**config.mk**
```make
export PLATFORM = sky130hd
export DESIGN_NAME = zigbee_frame_to_gfsk_symbols_flat
export DESIGN_NICKNAME = d
export VERILOG_FILES = /design/src/rtl/core/zfg_pkg.sv /design/src/rtl/core/zfg_if.sv /design/src/rtl/core/zigbee_frame_to_gfsk_symbols.sv /design/src/rtl/core/zfg_frame_ctl.sv /design/src/rtl/core/zfg_sym_enc.sv /design/src/flat_wrapper.sv
export SDC_FILE = /design/constraint.sdc
export NUM_CORES = 1
export LEC_CHECK = 0
export BUFFER_PORTS_ARGS = -buffer_cell sky130_fd_sc_hd__buf_2
export CAP_MARGIN = 20
export CORE_MARGIN = 2
export CORE_UTILIZATION = 53
export CTS_CLUSTER_SIZE = 28
export DETAILED_ROUTE_END_ITERATION = 8
export PLACE_DENSITY = 0.77
export SETUP_SLACK_MARGIN = 0.5
export SYNTH_ARGS = -nofsm -noshare
export SYNTH_HDL_FRONTEND = slang
export SYNTH_SLANG_ARGS = --single-unit
export TNS_END_PERCENT = 20
```
**constraint.sdc**
```tcl
create_clock -name clk -period 2.49 [get_ports clk]
set_input_delay 0.498 -clock clk [delete_from_list [all_inputs] [get_ports clk]]
set_output_delay 0.498 -clock clk [all_outputs]
set_load 0.02 [all_outputs]
```
**src/rtl/core/zfg_pkg.sv**
```systemverilog
`timescale 1ns / 1ps
// ----------------------------------------------------------------------------
// zfg_pkg
// Constants, symbol tables and shared types for the frame to GFSK encoder.
// ----------------------------------------------------------------------------
package zfg_pkg;

	localparam int MAX_PAYLOAD    = 125;
	localparam int PREAMBLE_BYTES = 4;

	localparam int BYTE_W  = 8;
	localparam int LEFT_W  = 7;
	localparam int NIB_W   = 4;
	localparam int WORD_W  = 16;
	localparam int DIST_W  = 6;
	localparam int NSYM    = 16;
	localparam int CHIPS   = 32;

	localparam logic [BYTE_W-1:0] SFD_RESET = 8'hA7;
	localparam logic [BYTE_W-1:0] LEN_MAX   = BYTE_W'(MAX_PAYLOAD);
	localparam logic [15:0]       CRC_POLY  = 16'h8408;
	localparam logic [DIST_W-1:0] DIST_INIT = 6'd63;

	// status codes on the symbol channel
	localparam logic STATUS_OK      = 1'b0;
	localparam logic STATUS_BAD_LEN = 1'b1;

	// symbol -> GFSK word, bit 0 sent first
	localparam logic [WORD_W-1:0] WORD_TABLE [NSYM] = '{
		16'h419F, 16'h0E77, 16'h999E, 16'h667A,
		16'h9DC3, 16'h770E, 16'hDC39, 16'h70E7,
		16'hBCF5, 16'hB3D7, 16'hCD5F, 16'h357F,
		16'hD5FC, 16'h57F3, 16'h5BCF, 16'h6F3D
	};

	// reference chip sequences, chip 0 is the MSB of each literal
	localparam logic [CHIPS-1:0] CHIP_SEQ [NSYM] = '{
		32'b11011001110000110101001000101110,
		32'b11101101100111000011010100100010,
		32'b00101110110110011100001101010010,
		32'b00100010111011011001110000110101,
		32'b01010010001011101101100111000011,
		32'b00110101001000101110110110011100,
		32'b11000011010100100010111011011001,
		32'b10011100001101010010001011101101,
		32'b10001100100101100000011101111011,
		32'b10111000110010010110000001110111,
		32'b01111011100011001001011000000111,
		32'b01110111101110001100100101100000,
		32'b00000111011110111000110010010110,
		32'b01100000011101111011100011001001,
		32'b10010110000001110111101110001100,
		32'b11001001011000000111011110111000
	};

	typedef logic [NSYM-1:0][DIST_W-1:0] dist_tab_t;

	// nearest-reference search, evaluated at elaboration only
	function automatic dist_tab_t build_dist();
		dist_tab_t t;
		int d;
		int best;
		for (int s = 0; s < NSYM; s++) begin
			best = CHIPS + 1;
			for (int r = 0; r < NSYM; r++) begin
				d = 0;
				for (int c = 0; c < CHIPS; c++) begin
					if (WORD_TABLE[s][c >> 1] != CHIP_SEQ[r][CHIPS-1-c])
						d++;
				end
				if (d < best)
					best = d;
			end
			t[s] = DIST_W'(best);
		end
		return t;
	endfunction

	function automatic logic [NSYM-1:0] build_match();
		logic [NSYM-1:0] m;
		int d;
		int best;
		int best_ref;
		for (int s = 0; s < NSYM; s++) begin
			best = CHIPS + 1;
			best_ref = 0;
			for (int r = 0; r < NSYM; r++) begin
				d = 0;
				for (int c = 0; c < CHIPS; c++) begin
					if (WORD_TABLE[s][c >> 1] != CHIP_SEQ[r][CHIPS-1-c])
						d++;
				end
				if (d < best) begin
					best = d;
					best_ref = r;
				end
			end
			m[s] = (best_ref == s);
		end
		return m;
	endfunction

	localparam dist_tab_t       DIST_TABLE  = build_dist();
	localparam logic [NSYM-1:0] MATCH_TABLE = build_match();

	// one symbol request from the frame sequencer to the symbol encoder
	typedef struct packed {
		logic             err;
		logic             first_sym;
		logic             frame_end;
		logic [NIB_W-1:0] nibble;
	} sym_req_t;

endpackage

```
**src/rtl/core/zfg_if.sv**
```systemverilog
`timescale 1ns / 1ps
// ----------------------------------------------------------------------------
// zfg_if
// Valid/ready channels: payload beats in, symbol beats out.
// ----------------------------------------------------------------------------
interface zfg_in_if
	import zfg_pkg::*;
();
	logic              valid;
	logic              ready;
	logic [BYTE_W-1:0] payload_byte;
	logic [BYTE_W-1:0] payload_length;

	modport source (output valid, output payload_byte, output payload_length, input ready);
	modport sink (input valid, input payload_byte, input payload_length, output ready);
endinterface

interface zfg_out_if
	import zfg_pkg::*;
();
	logic              valid;
	logic              ready;
	logic [WORD_W-1:0] gfsk_word;
	logic [NIB_W-1:0]  zigbee_symbol;
	logic [DIST_W-1:0] symbol_distance;
	logic              symbol_match;
	logic              frame_end;
	logic              frame_ok;
	logic [DIST_W-1:0] frame_dist_min;
	logic [DIST_W-1:0] frame_dist_max;
	logic              status;

	modport source (
		output valid, output gfsk_word, output zigbee_symbol, output symbol_distance,
		output symbol_match, output frame_end, output frame_ok, output frame_dist_min,
		output frame_dist_max, output status, input ready
	);
	modport sink (
		input valid, input gfsk_word, input zigbee_symbol, input symbol_distance,
		input symbol_match, input frame_end, input frame_ok, input frame_dist_min,
		input frame_dist_max, input status, output ready
	);
endinterface

```
**src/rtl/core/zigbee_frame_to_gfsk_symbols.sv**
```systemverilog
`timescale 1ns / 1ps
// ----------------------------------------------------------------------------
// zigbee_frame_to_gfsk_symbols
// 802.15.4-style PHY frame encoder: payload bytes in, one 16-bit GFSK symbol
// word per nibble out, with chip-distance checks and a per-frame summary.
// ----------------------------------------------------------------------------
// Path: stage-1 register, then output register; a stall can hold the beat.
// Throughput: one symbol beat per cycle while the output is not stalled; a
//   payload beat gives 2 symbol beats, plus 2*PREAMBLE_BYTES+4 on the first
//   byte of a frame and 4 on the last (CRC); a bad-length beat gives 1. The
//   nibble sequencer sets these numbers. Reset: arst_n clears all control and
//   frame state at once; SFD returns to 0xA7. No clearing pass, the block takes beats right after reset.
// ----------------------------------------------------------------------------
module zigbee_frame_to_gfsk_symbols
	import zfg_pkg::*;
(
	input  logic              clk,
	input  logic              arst_n,
	input  logic              sfd_we,
	input  logic [BYTE_W-1:0] sfd_wdata,
	zfg_in_if.sink            payload,
	zfg_out_if.source         symbols
);

	// SFD register; write it only while idle, the block does not enforce this
	logic [BYTE_W-1:0] sfd_q;

	always_ff @(posedge clk or negedge arst_n) begin
		if (!arst_n) begin
			sfd_q <= SFD_RESET;
		end else if (sfd_we) begin
			sfd_q <= sfd_wdata;
		end
	end

	// Sequencer -> encoder symbol request. The sequencer takes a new payload
	// beat on the cycle its last nibble goes over, so beats flow back to back.
	logic     req_valid;
	logic     req_ready;
	sym_req_t req;

	// Stage 1: holds the payload beat, frame state and CRC, and walks the
	// byte order of the beat: preamble zeros, SFD, PHR (length+2), data,
	// then CRC low/high on the last payload byte. Bad lengths become one
	// error request and leave the frame state untouched.
	zfg_frame_ctl u_ctl (
		.clk       (clk),
		.arst_n    (arst_n),
		.sfd_value (sfd_q),
		.payload   (payload),
		.req_valid (req_valid),
		.req       (req),
		.req_ready (req_ready)
	);

	// Stage 2: nibble -> symbol -> GFSK word, distance and match from
	// constant tables, running all-match/min/max, registered output. The
	// output register takes a new request while empty or as its beat leaves.
	zfg_sym_enc u_enc (
		.clk       (clk),
		.arst_n    (arst_n),
		.req_valid (req_valid),
		.req       (req),
		.req_ready (req_ready),
		.symbols   (symbols)
	);

endmodule

```
**src/rtl/core/zfg_frame_ctl.sv**
```systemverilog
`timescale 1ns / 1ps
// ----------------------------------------------------------------------------
// zfg_frame_ctl
// Takes payload beats, tracks frame state and CRC, and walks each beat's byte
// sequence (preamble, SFD, PHR, data, CRC), a nibble a cycle unless stalled.
// ----------------------------------------------------------------------------
module zfg_frame_ctl
	import zfg_pkg::*;
(
	input  logic              clk,
	input  logic              arst_n,
	input  logic [BYTE_W-1:0] sfd_value,
	zfg_in_if.sink            payload,
	output logic              req_valid,
	output sym_req_t          req,
	input  logic              req_ready
);

	localparam int PRE_CNT_W = $clog2(PREAMBLE_BYTES + 1);
	localparam logic [PRE_CNT_W-1:0] PRE_LAST = PRE_CNT_W'(PREAMBLE_BYTES - 1);

	typedef enum logic [6:0] {
		PH_PRE  = 7'b0000001,
		PH_SFD  = 7'b0000010,
		PH_PHR  = 7'b0000100,
		PH_DATA = 7'b0001000,
		PH_CRCL = 7'b0010000,
		PH_CRCH = 7'b0100000,
		PH_ERR  = 7'b1000000
	} phase_t;

	function automatic logic [15:0] crc_byte(input logic [15:0] crc, input logic [7:0] b);
		logic [15:0] c;
		c = crc ^ {8'd0, b};
		for (int i = 0; i < 8; i++)
			c = c[0] ? ((c >> 1) ^ CRC_POLY) : (c >> 1);
		return c;
	endfunction

	phase_t                phase_q;
	logic                  busy_s1;
	logic                  first_s1;
	logic                  last_s1;
	logic                  start_q;
	logic                  hi_q;
	logic [PRE_CNT_W-1:0]  pre_cnt_q;
	logic [BYTE_W-1:0]     byte_s1;
	logic [BYTE_W-1:0]     len_s1;
	logic [15:0]           crc_q;
	logic [LEFT_W-1:0]     left_q;
	logic                  in_frame_q;

	logic                  accept;
	logic                  fire;
	logic                  last_sym;
	logic                  done;
	logic                  is_first;
	logic                  is_bad;
	logic [LEFT_W-1:0]     new_left;
	logic [BYTE_W-1:0]     cur_byte;

	assign is_first = !in_frame_q;
	assign is_bad   = is_first && (payload.payload_length == '0 ||
		payload.payload_length > LEN_MAX);
	assign new_left = is_first ? (payload.payload_length[LEFT_W-1:0] - LEFT_W'(1))
		: (left_q - LEFT_W'(1));

	always_comb begin
		unique case (phase_q)
			PH_PRE:  cur_byte = '0;
			PH_SFD:  cur_byte = sfd_value;
			PH_PHR:  cur_byte = len_s1 + BYTE_W'(2);
			PH_DATA: cur_byte = byte_s1;
			PH_CRCL: cur_byte = crc_q[7:0];
			PH_CRCH: cur_byte = crc_q[15:8];
			PH_ERR:  cur_byte = '0;
			default: cur_byte = '0;
		endcase
	end

	assign last_sym = (phase_q == PH_ERR) ||
		(hi_q && ((phase_q == PH_DATA && !last_s1) || phase_q == PH_CRCH));

	assign req_valid     = busy_s1;
	assign req.err       = (phase_q == PH_ERR);
	assign req.first_sym = start_q;
	assign req.frame_end = (phase_q == PH_CRCH) && hi_q;
	assign req.nibble    = hi_q ? cur_byte[7:4] : cur_byte[3:0];

	assign fire          = req_valid && req_ready;
	assign done          = fire && last_sym;
	assign payload.ready = !busy_s1 || done;
	assign accept        = payload.valid && payload.ready;

	always_ff @(posedge clk or negedge arst_n) begin
		if (!arst_n) begin
			phase_q    <= PH_PRE;
			busy_s1    <= 1'b0;
			first_s1   <= 1'b0;
			last_s1    <= 1'b0;
			start_q    <= 1'b0;
			hi_q       <= 1'b0;
			pre_cnt_q  <= '0;
			crc_q      <= '0;
			left_q     <= '0;
			in_frame_q <= 1'b0;
		end else if (accept) begin
			busy_s1   <= 1'b1;
			hi_q      <= 1'b0;
			pre_cnt_q <= '0;
			first_s1  <= is_first && !is_bad;
			start_q   <= is_first && !is_bad;
			last_s1   <= (new_left == '0);
			if (is_bad) begin
				phase_q <= PH_ERR;
			end else begin
				phase_q    <= is_first ? PH_PRE : PH_DATA;
				left_q     <= new_left;
				crc_q      <= crc_byte(is_first ? 16'd0 : crc_q, payload.payload_byte);
				in_frame_q <= (new_left != '0);
			end
		end else if (fire) begin
			hi_q    <= !hi_q;
			start_q <= 1'b0;
			if (done)
				busy_s1 <= 1'b0;
			if (hi_q) begin
				unique case (phase_q)
					PH_PRE: begin
						if (pre_cnt_q == PRE_LAST)
							phase_q <= PH_SFD;
						else
							pre_cnt_q <= pre_cnt_q + PRE_CNT_W'(1);
					end
					PH_SFD:  phase_q <= PH_PHR;
					PH_PHR:  phase_q <= PH_DATA;
					PH_DATA: if (last_s1) phase_q <= PH_CRCL;
					PH_CRCL: phase_q <= PH_CRCH;
					PH_CRCH: phase_q <= PH_CRCH;
					PH_ERR:  phase_q <= PH_ERR;
					default: phase_q <= PH_PRE;
				endcase
			end
		end
	end

	always_ff @(posedge clk) begin
		if (accept) begin
			byte_s1 <= payload.payload_byte;
			len_s1  <= payload.payload_length;
		end
	end

	// frame open exactly while payload bytes remain
	assert property (@(posedge clk) disable iff (!arst_n) in_frame_q == (left_q != '0))
		else $error("frame state and byte count disagree");

	// frame end only on an item of the beat carrying the last payload byte
	assert property (@(posedge clk) disable iff (!arst_n)
		busy_s1 && req.frame_end |-> last_s1)
		else $error("frame end on a non-final item");

	// frame start flag only on the very first preamble nibble
	assert property (@(posedge clk) disable iff (!arst_n)
		busy_s1 && start_q |-> first_s1 && phase_q == PH_PRE && !hi_q && pre_cnt_q == '0)
		else $error("frame start outside first preamble nibble");

endmodule

```
**src/rtl/core/zfg_sym_enc.sv**
```systemverilog
`timescale 1ns / 1ps
// ----------------------------------------------------------------------------
// zfg_sym_enc
// Maps a nibble to its symbol and GFSK word, keeps per-frame distance stats,
// and holds the result in the output register.
// ----------------------------------------------------------------------------
module zfg_sym_enc
	import zfg_pkg::*;
(
	input  logic     clk,
	input  logic     arst_n,
	input  logic     req_valid,
	input  sym_req_t req,
	output logic     req_ready,
	zfg_out_if.source symbols
);

	logic              ov_q;
	logic              all_q;
	logic [DIST_W-1:0] min_q;
	logic [DIST_W-1:0] max_q;

	logic [WORD_W-1:0] word_q;
	logic [NIB_W-1:0]  sym_q;
	logic [DIST_W-1:0] dist_q;
	logic              match_q;
	logic              end_q;
	logic              ok_q;
	logic [DIST_W-1:0] dmin_q;
	logic [DIST_W-1:0] dmax_q;
	logic              status_q;

	logic              load;
	logic [NIB_W-1:0]  sym;
	logic [DIST_W-1:0] sym_dist;
	logic              match;
	logic              base_all;
	logic [DIST_W-1:0] base_min;
	logic [DIST_W-1:0] base_max;
	logic              new_all;
	logic [DIST_W-1:0] new_min;
	logic [DIST_W-1:0] new_max;

	assign req_ready = !ov_q || symbols.ready;
	assign load      = req_valid && req_ready;

	// nibble is read LSB first
	assign sym      = {req.nibble[0], req.nibble[1], req.nibble[2], req.nibble[3]};
	assign sym_dist = DIST_TABLE[sym];
	assign match    = MATCH_TABLE[sym];

	assign base_all = req.first_sym ? 1'b1 : all_q;
	assign base_min = req.first_sym ? DIST_INIT : min_q;
	assign base_max = req.first_sym ? '0 : max_q;
	assign new_all  = base_all && match;
	assign new_min  = (sym_dist < base_min) ? sym_dist : base_min;
	assign new_max  = (sym_dist > base_max) ? sym_dist : base_max;

	always_ff @(posedge clk or negedge arst_n) begin
		if (!arst_n) begin
			ov_q  <= 1'b0;
			all_q <= 1'b1;
			min_q <= DIST_INIT;
			max_q <= '0;
		end else begin
			if (req_ready)
				ov_q <= req_valid;
			if (load && !req.err) begin
				all_q <= new_all;
				min_q <= new_min;
				max_q <= new_max;
			end
		end
	end

	always_ff @(posedge clk) begin
		if (load) begin
			if (req.err) begin
				word_q   <= '0;
				sym_q    <= '0;
				dist_q   <= '0;
				match_q  <= 1'b0;
				end_q    <= 1'b1;
				ok_q     <= 1'b0;
				dmin_q   <= '0;
				dmax_q   <= '0;
				status_q <= STATUS_BAD_LEN;
			end else begin
				word_q   <= WORD_TABLE[sym];
				sym_q    <= sym;
				dist_q   <= sym_dist;
				match_q  <= match;
				end_q    <= req.frame_end;
				ok_q     <= req.frame_end && new_all;
				dmin_q   <= req.frame_end ? new_min : '0;
				dmax_q   <= req.frame_end ? new_max : '0;
				status_q <= STATUS_OK;
			end
		end
	end

	assign symbols.valid           = ov_q;
	assign symbols.gfsk_word       = word_q;
	assign symbols.zigbee_symbol   = sym_q;
	assign symbols.symbol_distance = dist_q;
	assign symbols.symbol_match    = match_q;
	assign symbols.frame_end       = end_q;
	assign symbols.frame_ok        = ok_q;
	assign symbols.frame_dist_min  = dmin_q;
	assign symbols.frame_dist_max  = dmax_q;
	assign symbols.status          = status_q;

	// frame summary spans the last symbol, so min never exceeds max
	assert property (@(posedge clk) disable iff (!arst_n)
		ov_q && end_q && status_q == STATUS_OK |-> dmin_q <= dmax_q && dmin_q <= dist_q)
		else $error("frame distance summary inconsistent");

	// a stalled beat holds still
	assert property (@(posedge clk) disable iff (!arst_n)
		ov_q && !symbols.ready |=> ov_q && $stable(word_q) && $stable(end_q))
		else $error("symbol beat changed while stalled");

	// an error beat closes its frame and carries no word
	assert property (@(posedge clk) disable iff (!arst_n)
		ov_q && status_q == STATUS_BAD_LEN |-> end_q && word_q == '0)
		else $error("error beat malformed");

endmodule

```
**src/flat_wrapper.sv**
```systemverilog
// flat-port wrapper written by rule: the top's interface ports become plain ports
module zigbee_frame_to_gfsk_symbols_flat import zfg_pkg::*;
  (clk, arst_n, sfd_we, sfd_wdata, payload_valid, payload_payload_byte, payload_payload_length, payload_ready, symbols_valid, symbols_gfsk_word, symbols_zigbee_symbol, symbols_symbol_distance, symbols_symbol_match, symbols_frame_end, symbols_frame_ok, symbols_frame_dist_min, symbols_frame_dist_max, symbols_status, symbols_ready);
  zfg_in_if payload_i ();
  zfg_out_if symbols_i ();
  input  logic clk;
  input  logic arst_n;
  input  logic sfd_we;
  input  logic [BYTE_W-1:0] sfd_wdata;
  input wire logic [$bits(payload_i.valid)-1:0] payload_valid;
  input wire logic [$bits(payload_i.payload_byte)-1:0] payload_payload_byte;
  input wire logic [$bits(payload_i.payload_length)-1:0] payload_payload_length;
  output wire logic [$bits(payload_i.ready)-1:0] payload_ready;
  output wire logic [$bits(symbols_i.valid)-1:0] symbols_valid;
  output wire logic [$bits(symbols_i.gfsk_word)-1:0] symbols_gfsk_word;
  output wire logic [$bits(symbols_i.zigbee_symbol)-1:0] symbols_zigbee_symbol;
  output wire logic [$bits(symbols_i.symbol_distance)-1:0] symbols_symbol_distance;
  output wire logic [$bits(symbols_i.symbol_match)-1:0] symbols_symbol_match;
  output wire logic [$bits(symbols_i.frame_end)-1:0] symbols_frame_end;
  output wire logic [$bits(symbols_i.frame_ok)-1:0] symbols_frame_ok;
  output wire logic [$bits(symbols_i.frame_dist_min)-1:0] symbols_frame_dist_min;
  output wire logic [$bits(symbols_i.frame_dist_max)-1:0] symbols_frame_dist_max;
  output wire logic [$bits(symbols_i.status)-1:0] symbols_status;
  input wire logic [$bits(symbols_i.ready)-1:0] symbols_ready;
  assign payload_i.valid = payload_valid;
  assign payload_i.payload_byte = payload_payload_byte;
  assign payload_i.payload_length = payload_payload_length;
  assign payload_ready = payload_i.ready;
  assign symbols_valid = symbols_i.valid;
  assign symbols_gfsk_word = symbols_i.gfsk_word;
  assign symbols_zigbee_symbol = symbols_i.zigbee_symbol;
  assign symbols_symbol_distance = symbols_i.symbol_distance;
  assign symbols_symbol_match = symbols_i.symbol_match;
  assign symbols_frame_end = symbols_i.frame_end;
  assign symbols_frame_ok = symbols_i.frame_ok;
  assign symbols_frame_dist_min = symbols_i.frame_dist_min;
  assign symbols_frame_dist_max = symbols_i.frame_dist_max;
  assign symbols_status = symbols_i.status;
  assign symbols_i.ready = symbols_ready;
  zigbee_frame_to_gfsk_symbols u_core (.clk(clk), .arst_n(arst_n), .sfd_we(sfd_we), .sfd_wdata(sfd_wdata), .payload(payload_i), .symbols(symbols_i));
endmodule
```
==> metrics.cfg, run 1 <==
[run_status]
status = finished, violations left
violations = negative setup slack

[pwr]
p_leak_uw = 0.00332
cellPowerDensity_nw_per_um2 = 1360
peakVddDrop_mv = 0.805

[clock_network]
clock-sinks = 112
h-tree-depth = 3
cts_tree = built
clock_path_buffers = 2
clk_pin_slew_ps = 110
cts_root_buf = clkbuf_8
clk_latency_ps = 380
cts_made_buffers = 9

[synth]
yosys.cell_types.count = 68
netlist_instances = 560
synth_top_family_by_area = simple AND/OR/NAND/NOR gates
ys_seq_area_share_pct = 51.8
yosys_register_bits = 112
yosys.area_share.adder_pct = 2.11
synth.area.top_cells = edfxtp_1 26%, dfrtp_1 20%, dfstp_2 5.7%, nand2_1 4.7%, o21ai_0 3.1%
synth_area_leader_cell = edfxtp_1
netlist_area_um2 = 5940
synth_top_cell_area_share_pct = 26.3
yosys.area_share.simple_pct = 17.6
synth_compound_area_share_pct = 15.2
syn_area_per_cell_um2 = 10.6
synthXorXnorAreaFrac_pct = 6.04
synthMuxAreaShare_pct = 3.07
synthFlopType = edfxtp_1
async_reset_ff_share_pct = 53.6
yosysWarnings = 0
synth_edf_count = 52

[drt]
vias_per_cell = 5.77
first_pass_iters = 5
wire_per_inst_um = 17.9
drt_iter0_markers = 372
wl_mm = 15.4
ant_nets = 0
route.detailed.drc = 0
vias = 4959

[die]
row_count = 38
core_um2 = 10900
die_area_um2 = 12100
die_w_um = 110
initial_core_util_pct = 54.6
die_h_um = 110
io_pins = 73

[setup_path]
required_ps = 2610
crit_cells = 11
critical_path.most_common_cell = buf_4
cp-end-kind = flop
r2r-end = u_core.u_enc.symbols.gfsk_word[13]
critical_path_buf_inv_count = 4
reg2reg_depth = 11
crit_type = flop to flop
r2r-start = u_core.u_ctl.phase_q[4]
ff2ff_setup_slack_ps = -250
path_cells = buf_4, buf_4, nand3b_1, a21oi_1, o21bai_1, a41oi_4, buf_4, buf_4, ha_1, a21oi_1, o32ai_2
path_delay_family = compound AO/OA/AOI/OAI gates
worstSetupStartpoint = u_core.u_ctl.phase_q[4]
crit_fanout = 11
worstPathArrival_ps = 2860
slowest_stage = o21bai_1
crit_end = u_core.u_enc.symbols.gfsk_word[13]
start_kind = flop
max_stage_delay_ps = 390

[final_layout]
syn_to_final_growth_pct = 33.3
multi_input_area_um2 = 3110
mostFrequentLayoutCell = buf_4
drive_above_1_share_pct = 40.4
fillers = 743
stdcell_count = 860
diodes = 0
layout_common_cells = 78 x buf_4, 66 x buf_2, 65 x nand2_1, 52 x edfxtp_1, 47 x dfrtp_1
regArea_um2 = 3080
nets = 754

[hold_path]
hold_class = primary input to async pin

[sta]
tns_ps = -3800
hold_violations = 0
fin_ws_ps = -246
finalCritPeriodShare_pct = 110
max_freq_mhz = 366
maxSlewHeadroom_pct = 64.3
fin_skew_ps = 14.7
worst_pin_slew_ps = 530
timing.hold.ws_ps = 91.9
setup_viol = 55
grt_setup_unrepaired = true
drv_slew = 0
fin_crit_ps = 2740

[placed_design]
place_inst = 812
dp_hpwl_mm = 10.3
io_buffers = 67
gp_congestion = 0.933

[global_routing]
grt_max_degree = 61
antenna_found_initial = 0
grt_pass1_vias = 4783
overflow = 0
grt_usage_pct = 25.6
grt_pass1_wl_mm = 23.6

[run]
drv_cap = 0

[layer usage]
layer / global-route usage, % / part of all wire, % / up-vias
li1: - / - / 2328
met1: 33.8 / 43 / 2408
met2: 43.0 / 49 / 191
met3: 2.79 / 5.4 / 32
met4: 10.3 / 2.4 / 0
met5: 0 / 0 / -
[final cells by class]
| cell class | count | area share (%) |
|---|---|---|
| multi-input cells | 407 | 39.3 |
| flip-flops and latches | 112 | 38.9 |
| repair buffers | 169 | 16.1 |
| well taps | 140 | 2.21 |
| clock buffers | 9 | 1.56 |
| inverters | 16 | 1.03 |
| clock inverters | 7 | 0.948 |
[through the flow]
step | utilization, % | setup WS (ps) | total power [uW] | area, um^2
after CTS | 70.1 | -113 | 10100 | 7630
after floorplan | - | -44.5 | 6410 | 6090
after global placement | 64.2 | -290 | 7990 | 6990
after detailed placement | 64.2 | -271 | 8110 | 6990
after global routing | 72.7 | -319 | 11400 | 7920
final | 72.7 | -246 | 10800 | 7920
[power breakdown]
group | switching (uW) | internal [uW]
combinational | 3590 | 3050
clock | 653 | 476
sequential | 356 | 2640
total | 4590 | 6170
[worst min-delay path by stage]
stage	from	depth (start not counted)	endpoint	slack, ps
final	arst_n	2	u_core.u_ctl.crc_q[9]	90
after global routing	arst_n	2	u_core.u_ctl.crc_q[12]	140
after CTS	arst_n	2	u_core.u_ctl.crc_q[9]	120
after detailed placement	u_core.u_ctl.left_q[6]	2	u_core.u_ctl.left_q[6]	470
after global placement	u_core.u_ctl.left_q[1]	2	u_core.u_ctl.left_q[1]	470
after floorplan	arst_n	0	u_core.sfd_q[3]	200
[cell usage after synthesis (4+ instances only)]
master	count
nand2_1	74
edfxtp_1	52
dfrtp_1	47
nor2_1	41
o21ai_0	37
xnor2_1	21
xor2_1	20
nand3b_1	16
dfstp_2	13
nand2b_1	13
a21oi_1	12
clkbuf_1	11
buf_4	10
ha_1	10
inv_1	10
mux2_2	10
a211oi_1	9
and2_1	9
nand3_1	9
a221oi_1	8
buf_2	8
nor3_1	8
o21a_1	8
mux2i_1	7
nor2b_1	7
o22ai_1	7
or3_1	5
a22o_1	4
inv_2	4
o21ai_1	4
o31ai_1	4
[state kept, by name, summed over array words and instances, names as in the netlist, 3 cells and up]
| signal | count |
|---|---|
| u_core.sfd_q | 8 |
| u_core.u_enc.symbols.gfsk_word | 16 |
| u_core.u_enc.symbols.frame_dist_max | 6 |
| u_core.u_enc.symbols.frame_dist_min | 6 |
| u_core.u_enc.symbols.zigbee_symbol | 4 |
| u_core.u_ctl.phase_q | 7 |
| u_core.u_ctl.pre_cnt_q | 3 |
| u_core.u_ctl.byte_s1 | 8 |
| u_core.u_ctl.left_q | 7 |
| u_core.u_enc.min_q | 6 |
| u_core.u_ctl.len_s1 | 8 |
| u_core.u_ctl.crc_q | 16 |
| u_core.u_enc.max_q | 6 |
[what timing repair did]
item	in CTS	in global routing
gates cloned	1	1
resized for setup	66	58
endpoints found under the setup margin	95	96
setup buffers	20	10
hold buffers	0	0
pin swaps	16	15
[kinds of logic after synthesis]
logic type | Yosys count
AO/OA/AOI/OAI | 127
AND/OR/NAND/NOR | 204
flip-flops | 112
adder cells (fa/ha/maj) | 10
multiplexers | 17
XOR/XNOR | 41
buffers and inverters | 48
other | 1
No activity file was read; power rests on OpenSTA's default activity.
==> run 2, diff against run 1 <==
- ABC_CLOCK_PERIOD_IN_PS: not set -> 2490
- BUFFER_PORTS_ARGS: -buffer_cell sky130_fd_sc_hd__buf_2 -> not set
- CORE_UTILIZATION: 53 -> 58
- DONT_BUFFER_PORTS: not set -> 1
- PLACE_DENSITY: 0.77 -> 0.76
==> metrics.cfg, run 2 (synthesis results as in run 1) <==
[placed_design]
dp_hpwl_mm = 9.64
gp_congestion = 0.970
io_buffers = 0

[sta]
maxSlewHeadroom_pct = 58.8
hold_violations = 0
fin_ws_ps = -112
finalCritPeriodShare_pct = 105
worst_pin_slew_ps = 612
grt_setup_unrepaired = true
setup_viol = 15
tns_ps = -1040
max_freq_mhz = 384
fin_crit_ps = 2600
drv_slew = 0
timing.hold.ws_ps = 189
fin_skew_ps = 13.7

[pwr]
cellPowerDensity_nw_per_um2 = 1360
p_int_uw = 5850
p_clk_share_pct = 10.8
p_leak_uw = 0.00303
share_seq_of_total_power_pct = 32.0
combPwrFrac_pct = 57.2
switchingPower_uw = 4500
power_uw = 10300
peakVddDrop_mv = 0.633
power.share.switching_pct = 43.5

[global_routing]
overflow = 0
met2_usage_pct = 42.7
grt_pass1_vias = 4560
grt_max_degree = 61
use_met1_pct = 34.6
grt_pass1_wl_mm = 23.2
antenna_found_initial = 0
grt_usage_pct = 26.7
grt.busiest_layer = met2
globalRouteMet3Util_pct = 6.24

[setup_path]
start_kind = flop
cp-end-kind = flop
crit_fanout = 6
crit_type = flop to flop
required_ps = 2630
reg2reg_depth = 9
worstPathArrival_ps = 2740

[die]
die_w_um = 105
initial_core_util_pct = 60.2
core_um2 = 9860
io_pins = 73
die_area_um2 = 11100
row_count = 36
die_h_um = 105

[final_layout]
layout_common_cells = 70 x buf_4, 63 x nand2_1, 52 x edfxtp_1, 46 x dfrtp_1, 33 x nor2_1
syn_to_final_growth_pct = 27.8
diodes = 0
mostFrequentLayoutCell = buf_4
drive_above_1_share_pct = 36.8
fillers = 594
nets = 683

[clock_network]
h-tree-depth = 3
clk_latency_ps = 400
cts_root_buf = clkbuf_8
cts_made_buffers = 9
clock_path_buffers = 2
cts_tree = built
clock-sinks = 112
clk_pin_slew_ps = 110

[drt]
ant_nets = 0
first_pass_iters = 5
drt_iter0_markers = 286
wl_mm = 14.5
wire_per_inst_um = 18.5
vias = 4671
route.detailed.drc = 0
vias_per_cell = 5.97

[run]
drv_cap = 0

[run_status]
violations = negative setup slack
status = finished, violations left

[hold_path]
min_path_cells = 0
hold_class = primary input to flop

run 2: changes by cell type in the layout (fill, tap and decap cells not counted), sizes merged:
cell         delta
a211o           -1
clkinvlp        +1
dlygate4sd3     +1
bufinv          -1
inv             +3
buf            -71
clkinv          -2
clkbuf          -1
run 2: layout make-up:
class,count,area [um^2],share of cell area (%)
Tap cell,133,166,2.19
Multi-Input combinational cell,406,3140,41.4
Timing Repair inverter,1,11.3,0.148
Inverter,16,92.6,1.22
Sequential cell,112,3080,40.6
Timing Repair Buffer,98,893,11.8
Clock buffer,9,124,1.63
Clock inverter,7,80.1,1.05
run 2: metrics by stage:
stage	std cells	util, %	cell area, um^2	setup WS, ps
after floorplan	566	-	6090	-44.5
after global placement	738	67.2	6630	-139
after detailed placement	738	67.2	6630	-172
after CTS	776	74.5	7350	-63.3
after global routing	782	77.0	7590	-170
final	782	77.0	7590	-112
run 2: layer usage:
layer	wire, um	up-vias	part of all wire (%)
met1	6050	2277	42
met4	488	0	3.4
met3	911	36	6.3
met5	0	-	0
li1	-	2169	-
met2	7030	189	49
run 2: repair_timing:
action	in CTS	in global routing
hold buffers	2	0
endpoints found under the hold margin	60	0
gates resized for setup	86	48
gates cloned	1	0
endpoints found under the setup margin	96	90
setup buffers	19	6
pin swaps	24	34
run 2: power by group through the flow:
| stage | Sequential [uW] | Clock [uW] | Combinational (uW) |
|---|---|---|---|
| after detailed placement | 3320 | 0 | 4520 |
| after global placement | 3300 | 0 | 4400 |
| final | 3310 | 1110 | 5920 |
| after CTS | 3290 | 1120 | 5410 |
| after floorplan | 3200 | 0 | 3200 |
| after global routing | 3380 | 1200 | 6390 |
run 2: worst max-delay path, cell delays in order (launching register included):
cell and delay [ps]:
dfrtp_1 440, or4_4 600, a211oi_1 300, a2111oi_0 120, a211o_1 300, inv_4 110, buf_12 120, nand2_1 70
o22ai_2 210, a221oi_1 70
run 2: worst paths after layout:
kind | startpoint | end | slack [ps]
max in group asynchronous | arst_n | u_core.u_ctl.phase_q[0] | 1570
min in group asynchronous | arst_n | u_core.u_ctl.pre_cnt_q[0] | 610
hold / removal | payload_payload_length[7] | u_core.u_ctl.len_s1[7] | 190
setup reg to reg | u_core.u_ctl.phase_q[3] | u_core.u_enc.symbols.gfsk_word[5] | -110
hold reg to reg | u_core.u_ctl.pre_cnt_q[0] | u_core.u_ctl.pre_cnt_q[0] | 490
setup / recovery | u_core.u_ctl.phase_q[3] | u_core.u_enc.symbols.gfsk_word[5] | -110
